--- src/rtl/core/mhw_pkg.sv ---
// ----------------------------------------------------------------------------
// mhw_pkg
// shared widths, codes and types of the multilevel haar wavelet block
// ----------------------------------------------------------------------------
package mhw_pkg;

    localparam int MAX_LEVELS     = 8;
    localparam int MAX_BLOCK_LOG2 = 16;
    localparam int SAMPLE_WIDTH   = 16;

    localparam int COEF_W   = 24;
    localparam int LVL_W    = 4;
    localparam int POS_W    = 16;
    localparam int STATUS_W = 2;
    localparam int CNT_W    = MAX_BLOCK_LOG2 + 1;

    // stream widths, whole bytes
    localparam int S_TDATA_W = ((SAMPLE_WIDTH + 7) / 8) * 8;
    localparam int M_FIELD_W = COEF_W + LVL_W + POS_W;
    localparam int M_TDATA_W = ((M_FIELD_W + 7) / 8) * 8;
    localparam int M_TUSER_W = 1 + STATUS_W;

    // configuration port
    localparam int CFG_ADDR_W = 1;
    localparam int CFG_DATA_W = 4;
    localparam logic [CFG_ADDR_W-1:0] REG_LEVELS   = 1'b0;
    localparam logic [CFG_ADDR_W-1:0] REG_INT_MODE = 1'b1;

    // result status codes
    localparam logic [STATUS_W-1:0] STATUS_OK  = 2'd0;
    localparam logic [STATUS_W-1:0] STATUS_LEN = 2'd1;
    localparam logic [STATUS_W-1:0] STATUS_OVF = 2'd2;

    // 1/sqrt2 in q1.15
    localparam int INV_SQRT2_Q15 = 23170;

    // value walking down the chain of levels
    typedef struct packed {
        logic                     vld;
        logic signed [COEF_W-1:0] val;
        logic [POS_W-1:0]         pos;
    } tok_t;

    // per-level status seen by the controller
    typedef struct packed {
        logic in_vld;
        logic pend_vld;
    } cell_stat_t;

endpackage

--- src/rtl/core/mhw_cell.sv ---
// ----------------------------------------------------------------------------
// mhw_cell
// one decomposition level: holds the pending value, pairs it with the
// arriving value and hands the approximation to the next level
// ----------------------------------------------------------------------------
module mhw_cell (
    input  logic                               aclk,
    input  logic                               aresetn,
    input  logic                               adv,
    input  logic                               clr,
    input  logic                               int_mode,
    input  mhw_pkg::tok_t                      tok_in,
    output mhw_pkg::tok_t                      tok_out,
    output logic signed [mhw_pkg::COEF_W-1:0]  det_coef,
    output mhw_pkg::cell_stat_t                stat
);
    import mhw_pkg::*;

    localparam int SUM_W  = COEF_W + 1;
    localparam int KQ_W   = 16;
    localparam int PROD_W = SUM_W + KQ_W;
    localparam logic signed [PROD_W-1:0] CMAX = PROD_W'((2 ** (COEF_W - 1)) - 1);
    localparam logic signed [PROD_W-1:0] CMIN = -PROD_W'(2 ** (COEF_W - 1));
    localparam logic signed [PROD_W-1:0] RND  = PROD_W'(2 ** 14);
    localparam logic signed [KQ_W-1:0]   KQ   = KQ_W'(INV_SQRT2_Q15);

    function automatic logic signed [COEF_W-1:0] sat_coef(input logic signed [PROD_W-1:0] v);
        logic signed [COEF_W-1:0] r;
        if (v > CMAX) begin
            r = CMAX[COEF_W-1:0];
        end else if (v < CMIN) begin
            r = CMIN[COEF_W-1:0];
        end else begin
            r = v[COEF_W-1:0];
        end
        return r;
    endfunction

    logic                     in_vld_reg;
    logic signed [COEF_W-1:0] in_val_reg;
    logic [POS_W-1:0]         in_pos_reg;
    logic                     pend_vld_reg;
    logic signed [COEF_W-1:0] pend_reg;

    logic                     act;
    logic                     pair;
    logic signed [SUM_W-1:0]  sum_v;
    logic signed [SUM_W-1:0]  dif_v;
    logic signed [PROD_W-1:0] prod_a;
    logic signed [PROD_W-1:0] prod_d;
    logic signed [PROD_W-1:0] lift_a;
    logic signed [COEF_W-1:0] a_val;
    logic signed [COEF_W-1:0] d_val;

    assign act  = in_vld_reg & adv;
    assign pair = act & pend_vld_reg;

    always_comb begin
        sum_v  = SUM_W'(pend_reg) + SUM_W'(in_val_reg);
        dif_v  = SUM_W'(in_val_reg) - SUM_W'(pend_reg);
        prod_a = PROD_W'(sum_v) * PROD_W'(KQ);
        prod_d = PROD_W'(dif_v) * PROD_W'(KQ);
        // lifting: a = x0 + floor(d/2)
        lift_a = PROD_W'(pend_reg) + PROD_W'(dif_v >>> 1);
        if (int_mode) begin
            a_val = sat_coef(lift_a);
            d_val = sat_coef(PROD_W'(dif_v));
        end else begin
            a_val = sat_coef((prod_a + RND) >>> 15);
            d_val = sat_coef((prod_d + RND) >>> 15);
        end
    end

    assign tok_out.vld   = pair;
    assign tok_out.val   = a_val;
    assign tok_out.pos   = {1'b0, in_pos_reg[POS_W-1:1]};
    assign det_coef      = d_val;
    assign stat.in_vld   = in_vld_reg;
    assign stat.pend_vld = pend_vld_reg;

    always_ff @(posedge aclk) begin
        if (!aresetn) begin
            in_vld_reg   <= 1'b0;
            pend_vld_reg <= 1'b0;
        end else begin
            if (adv || !in_vld_reg) begin
                in_vld_reg <= tok_in.vld;
            end
            if (clr) begin
                pend_vld_reg <= 1'b0;
            end else if (act) begin
                pend_vld_reg <= !pend_vld_reg;
            end
        end
    end

    always_ff @(posedge aclk) begin
        if (adv || !in_vld_reg) begin
            in_val_reg <= tok_in.val;
            in_pos_reg <= tok_in.pos;
        end
        if (act && !pend_vld_reg) begin
            pend_reg <= in_val_reg;
        end
    end

endmodule

--- config.mk ---
export PLATFORM = sky130hd
export DESIGN_NAME = mhw_cell
export DESIGN_NICKNAME = d
export VERILOG_FILES = /design/src/rtl/core/mhw_pkg.sv /design/src/rtl/core/mhw_cell.sv
export SDC_FILE = /design/constraint.sdc
export NUM_CORES = 1
export LEC_CHECK = 0
export ABC_AREA = 1
export BUFFER_PORTS_ARGS = -buffer_cell sky130_fd_sc_hd__buf_2
export CORE_MARGIN = 2
export CORE_UTILIZATION = 30
export DETAILED_ROUTE_END_ITERATION = 10
export PLACE_DENSITY = 0.44
export SLEW_MARGIN = 20
export SYNTH_ARGS = -nofsm -noshare
export SYNTH_HDL_FRONTEND = slang
export SYNTH_SLANG_ARGS = --single-unit
--- constraint.sdc ---
create_clock -name aclk -period 15.54 [get_ports aclk]
set_input_delay 0 -clock aclk [delete_from_list [all_inputs] [get_ports aclk]]
set_output_delay 0 -clock aclk [all_outputs]
set_load 0.005 [all_outputs]
==> key figures, run 1 <==
Status
  – Status: completed

Clocking
  – CTS max path bufs: 2
  – Number of CTS-inserted buffers: 9
  – Root Driver: clkbuf_16
  – # resized after CTS: 0
  – CTS tree: done
  – H-tree depth: 3
  – Clock latency at the later pin of the worst-skew pair: 0.39 ns
  – Sink Count: 65
  – Clk slew on worst S/H paths: 0.08 ns

Yosys
  – Area share of xor/xnor cells in the synthesized design: 5.62%
  – Yosys cell types: 61
  – Simple-gate share of the synthesized area: 25.1%
  – Combinational family with the most area after synthesis: adder cells
  – Seq/Total Area, Yosys: 8.92%
  – Synth top area cells: ha_1 23%, fa_1 17%, nand2_1 11%
  – Async S/R FF share, synth: 0%
  – Netlist Area Pre-Place: 21,700 um2
  – Syn Area/Cell: 7.32 um2
  – Synthesized Nets: 3,582
  – Post-synth EDFFs: 63
  – Synth Area in Compound Gates: 9.12%
  – Mux cell area share after synthesis: 0%
  – Area leader, netlist: ha_1
  – Post-Synthesis Cells: 2,957
  – Number of synthesized register bits: 65
  – Post-synth top flop: edfxtp_1
  – Synth top area share: 22.5%
  – Synth warn: 0
  – Fraction of the mapped netlist area in adder cells: 40.0%

STA
  – Slew margin rel.: 24.5%
  – Slew Viols, Final: 0
  – Final hold violations: 0
  – Tcrit/Tclk final: 67.1%
  – Worst slew pin tran: 1.13 ns
  – Shortest period the worst path allows: 10.43 ns
  – Setup violators final: 0
  – Max Fclk: 0.0959 GHz
  – Setup TNS: 0 ns
  – Final Skew: 0.0166 ns
  – RSZ-0062 raised after global routing: no

Die
  – Die Y: 273 um
  – Die Span X: 273 um
  – Starting Density: 30.3%
  – Site Rows: 98
  – Core area: 71,500 um2
  – Die area: 74,300 um2
  – Num ports: 113

Critical path
  – Slowest CP cell: a21oi_4
  – Worst r2r src: in_vld_reg$_SDFFE_PN0P_
  – Critical path depth: 38
  – Crit path max fanout: 23
  – Arrival @ worst endpoint: 10.43 ns
  – Cell family with most CP delay: adder cells
  – Setup crit start kind: flip-flop
  – Worst path required time: 15.54 ns
  – Crit-path most repeated cell: nand2_1
  – Crit path kind: reg2out
  – Max incr delay on CP: 0.71 ns
  – R2r worst-path depth: 2
  – Worst Path Buf+Inv: 4
  – R2R Setup Slk: 13.99 ns
  – Reg2reg end: in_val_reg[8]$_DFFE_PP_
  – Worst setup EP type: output port

Min path
  – Hold Crit Start: adv
  – Hold EP: in_pos_reg[10]$_DFFE_PP_
  – Hold Path Stages: 3
  – HP Class: in2reg

Global routing
  – Global-route wire length before repair: 114 mm
  – Number of global-route vias before repair: 19.8k
  – Total GRT Usage: 19.8%
  – Largest net degree at the start of global routing: 31
  – Initial antenna violation count: 1
  – Global route total overflow: 0

Drt
  – Vias per cell: 4.80
  – Routed WL: 73.0 mm
  – Final ANT Viol Nets: 0
  – Iteration-0 DRC Markers: 1,114
  – Vias: 19.4k
  – DRC errors left: 0
  – WL per Instance: 18.1 um
  – DR pass1 iterations: 5

Finish
  – Area Overhead vs Synth: 10.4%
  – Ratio of cells with drive above 1 in the final layout: 9.39%
  – Most common cell after layout, fill and taps aside: nand2_1
  – Nets: 3,707
  – Most frequent cells in the layout: 639 x nand2_1, 544 x inv_1, 390 x ha_1

Placed design
  – Routability Congestion: 0.899
  – Post-DP HPWL: 64.2 mm
  – PortBufs: 110

Flow run
  – Max-cap viol count: 0
## Yosys cell counts (3+ instances only)
| master | number |
|---|---|
| a21o_1 | 8 |
| a21boi_0 | 5 |
| ha_1 | 390 |
| edfxtp_1 | 63 |
| xor2_1 | 99 |
| inv_1 | 544 |
| o21bai_1 | 10 |
| nand3b_1 | 19 |
| o21ai_0 | 70 |
| clkbuf_1 | 7 |
| nor3_1 | 25 |
| o21ai_2 | 6 |
| a21oi_2 | 27 |
| nand4_1 | 40 |
| buf_4 | 18 |
| nand2_4 | 3 |
| a21oi_1 | 161 |
| nor3_2 | 5 |
| nand3_1 | 167 |
| nand2_2 | 45 |
| or2_2 | 5 |
| o21a_1 | 15 |
| nor2_1 | 241 |
| fa_1 | 189 |
| xor2_2 | 6 |
| buf_2 | 12 |
| nand2_1 | 640 |
| o31ai_1 | 3 |
| a31oi_1 | 9 |
| inv_2 | 18 |
| buf_6 | 8 |
| o221ai_1 | 3 |
| xnor2_1 | 27 |
| and3_1 | 4 |
| and2_1 | 5 |
| nand3_2 | 6 |
| nor2_2 | 15 |
| nor4_1 | 8 |
| nor2_4 | 4 |
## cells by family after synthesis
| group | count (synthesis) |
|---|---|
| buf+inv | 610 |
| xor+xnor | 133 |
| other cells | 1 |
| fa+ha+maj | 579 |
| flops | 65 |
| simple gates | 1237 |
| compound gates | 332 |
## area by class of cell
class | count | area (um2)
Fill cell | 7726 | 47600
Inverter | 563 | 2120
Tap cell | 950 | 1190
Antenna cell | 1 | 2.50
Multi-Input combinational cell | 2282 | 17300
Clock buffer | 9 | 225
Timing Repair Buffer | 161 | 1040
Sequential cell | 65 | 1930
Clock inverter | 7 | 82.6
## how the worst max path moves through the flow
stage | startpoint | endpoint | slack (ns)
global placement | in_val_reg[8]$_DFFE_PP_ | tok_out[17] | 5.60
global route | in_val_reg[8]$_DFFE_PP_ | tok_out[17] | 4.47
CTS | in_val_reg[8]$_DFFE_PP_ | tok_out[16] | 5.16
floorplan | in_val_reg[4]$_DFFE_PP_ | tok_out[18] | 8.12
detailed placement | in_val_reg[8]$_DFFE_PP_ | tok_out[16] | 5.62
finish | in_val_reg[8]$_DFFE_PP_ | tok_out[17] | 5.11
## stage by stage
stage                     hold WS (ns)  util (%)  worst slack [ns]  std cells  instance area, um2
after floorplan                 0.0785         -              8.12       2957               21700
after global placement           0.168      32.4              5.60       3978               23200
final                            0.207      33.4              5.11       4038               23900
after CTS                        0.204      33.4              5.16       4037               23900
after global routing             0.230      33.4              4.47       4037               23900
after detailed placement         0.178      32.4              5.62       3978               23200
## worst min-delay path, stage by stage
cell	delay, ns
buf_2	0.10
inv_1	0.05
nand2_2	0.25
## what timing repair did
item	4_1_cts	5_1_grt
hold buffers	43	0
endpoints found under the hold margin	41	0
buffers inserted	0	0
## per-layer routing
metal	GRT usage, %	routed length (um)	share of wire (%)
met1	27.2	34900	48
met2	33.4	34200	47
met3	1.77	2100	2.9
met4	5.00	1700	2.3
met5	0	0	0
Power of run 1 is not shown: default switching activity piles up to over one toggle a cycle in this logic, so the estimate is an artifact.
==> run 2: changes to the inputs <==
Clock period 15.54 ns to 10.1 ns, I/O delays scaled along.
==> key figures, run 2 (synthesis gave the netlist of run 1 again) <==
Status
  – Status: completed (unchanged)

Die
  – Num ports: 113 (unchanged)
  – Die Span X: 273 um (unchanged)
  – Starting Density: 30.3% (unchanged)
  – Die area: 74,300 um2 (unchanged)
  – Site Rows: 98 (unchanged)
  – Core area: 71,500 um2 (unchanged)
  – Die Y: 273 um (unchanged)

Finish
  – Sequential Area: 1930 um2 (unchanged)
  – Most common cell after layout, fill and taps aside: nand2_1 (unchanged)
  – Nets: 3,724 (was 3,707)
  – Most frequent cells in the layout: 639 x nand2_1, 544 x inv_1, 389 x ha_1 (was 639 x nand2_1, 544 x inv_1, 390 x ha_1)
  – Final std cells w/o fill: 4,055 (was 4,038)
  – Area of the multi-input gates: 17,300 um2 (about the same)
  – FILL cells: 7,661 (was 7,726)
  – Area Overhead vs Synth: 11.1% (was 10.4%)
  – Ratio of cells with drive above 1 in the final layout: 9.95% (was 9.39%)

Clocking
  – CTS max path bufs: 2 (unchanged)
  – Sink Count: 65 (unchanged)
  – CTS tree: done (unchanged)
  – Number of CTS-inserted buffers: 9 (unchanged)
  – Root Driver: clkbuf_16 (unchanged)
  – Post-CTS Repair Setup Buffers: 0 (unchanged)
  – Clk slew on worst S/H paths: 0.07 ns (was 0.08 ns)
  – Clock latency at the later pin of the worst-skew pair: 0.37 ns (was 0.39 ns)
  – H-tree depth: 3 (unchanged)

STA
  – Tcrit/Tclk final: 93.5%
  – Slew Viols, Final: 0 (unchanged)
  – RSZ-0062 raised after global routing: no (unchanged)
  – Slew margin rel.: 36.2% (was 24.5%)
  – Final Skew: 0.0129 ns (was 0.0166 ns)
  – Max Fclk: 0.106 GHz
  – Shortest period the worst path allows: 9.44 ns
  – Setup TNS: 0 ns (unchanged)
  – Setup violators final: 0 (unchanged)
  – Worst slew pin tran: 0.954 ns (was 1.13 ns)
  – Final hold violations: 0 (unchanged)

Drt
  – Iteration-0 DRC Markers: 1,183 (was 1,114)
  – DR pass1 iterations: 5 (unchanged)
  – Routed WL: 73.3 mm (was 73.0 mm)
  – WL per Instance: 18.1 um (about the same)
  – Final ANT Viol Nets: 0 (unchanged)
  – Vias per cell: 4.80 (about the same)
  – Vias: 19.5k (was 19.4k)
  – DRC errors left: 0 (unchanged)

Placed design
  – PortBufs: 110 (unchanged)
  – Routability Congestion: 0.907 (was 0.899)
  – Post-Place Cells: 3,995 (was 3,978)
  – Post-DP HPWL: 64.6 mm (was 64.2 mm)

Critical path
  – Crit-path most repeated cell: nand2_1 (unchanged)
  – Crit path kind: reg2out (unchanged)
  – Setup crit start kind: flip-flop (unchanged)
  – R2R Setup Slk: 8.27 ns (was 13.99 ns)
  – Worst setup EP type: output port (unchanged)
  – Slowest CP cell: fa_1 (was a21oi_4)
  – Max incr delay on CP: 0.53 ns (was 0.71 ns)
  – Worst path required time: 10.10 ns (was 15.54 ns)
  – Crit path capture: tok_out[18] (was tok_out[17])
  – Worst r2r src: in_vld_reg$_SDFFE_PN0P_ (unchanged)
  – Reg2reg end: in_vld_reg$_SDFFE_PN0P_ (was in_val_reg[8]$_DFFE_PP_)
  – Crit path max fanout: 23 (unchanged)
  – Beginning of the critical path: pend_reg[0]$_DFFE_PP_ (was in_val_reg[8]$_DFFE_PP_)
  – R2r worst-path depth: 4 (was 2)
  – Arrival @ worst endpoint: 9.44 ns (was 10.43 ns)

Global routing
  – Number of global-route vias before repair: 20.0k (was 19.8k)
  – Total GRT Usage: 19.9% (was 19.8%)
  – Largest net degree at the start of global routing: 41 (was 31)
  – Global-route wire length before repair: 115 mm (was 114 mm)
  – Initial antenna violation count: 1 (unchanged)
  – Global route total overflow: 0 (unchanged)

Min path
  – HP Class: in2reg (unchanged)

Flow run
  – Max-cap viol count: 0 (unchanged)
-- run 2: final cells by class --
| cell class | count | area share (%) |
|---|---|---|
| multi-input combinational | 2282 | 72.0 |
| inverter | 563 | 8.79 |
| sequential | 65 | 8.03 |
| tap | 950 | 4.94 |
| timing repair buffer | 178 | 4.86 |
| clock buffer | 9 | 0.936 |
| clock inverter | 7 | 0.421 |
| antenna | 1 | 0.0104 |
-- run 2: worst max-delay path: cells and delay by family (launching register included) --
kind / cells / cell delay (ns)
AO/OA/AOI/OAI: 11 / 2.06
XOR/XNOR: 1 / 0.10
adder cells (fa/ha/maj): 9 / 3.60
buffers and inverters: 7 / 0.91
flip-flops: 1 / 0.40
AND/OR/NAND/NOR: 17 / 1.98
-- run 2: timing repair --
item                                   CTS  global route
hold buffers                            43             0
resized for setup                        0             5
setup endpoints to repair                0            26
endpoints found under the hold margin   41             0
-- run 2: per-stage QoR --
| stage | instance area, um2 | setup WS [ns] | utilization, % | hold WS, ns |
|---|---|---|---|---|
| 2_1_floorplan | 21700 | 2.68 | - | 0.0785 |
| 3_3_place_gp | 23300 | 1.03 | 32.6 | 0.168 |
| 3_5_place_dp | 23300 | 0.961 | 32.6 | 0.175 |
| 4_1_cts | 24000 | 0.512 | 33.6 | 0.309 |
| 5_1_grt | 24100 | 0.0182 | 33.7 | 0.323 |
| 6_report | 24100 | 0.656 | 33.7 | 0.332 |
-- run 2: worst min-delay path by stage --
| stage | from | end | slack (ns) | depth (start not counted) |
|---|---|---|---|---|
| final | tok_in[28] | in_val_reg[12]$_DFFE_PP_ | 0.33 | 2 |
| after global routing | tok_in[30] | in_val_reg[14]$_DFFE_PP_ | 0.32 | 2 |
| after floorplan | clr | pend_vld_reg$_SDFFE_PP0P_ | 0.08 | 1 |
| after detailed placement | clr | pend_vld_reg$_SDFFE_PP0P_ | 0.18 | 2 |
| after CTS | tok_in[28] | in_val_reg[12]$_DFFE_PP_ | 0.31 | 2 |
| after global placement | clr | pend_vld_reg$_SDFFE_PP0P_ | 0.17 | 2 |
-- run 2: layer usage --
layer / part of all wire (%) / track usage, % / wire (um)
met3: 3.0 / 1.45 / 2170
met4: 1.4 / 3.22 / 1010
met5: 0 / 0 / 0
met1: 48 / 27.7 / 35300
met2: 48 / 34.2 / 34900
Power of run 2 is left out for the same reason.
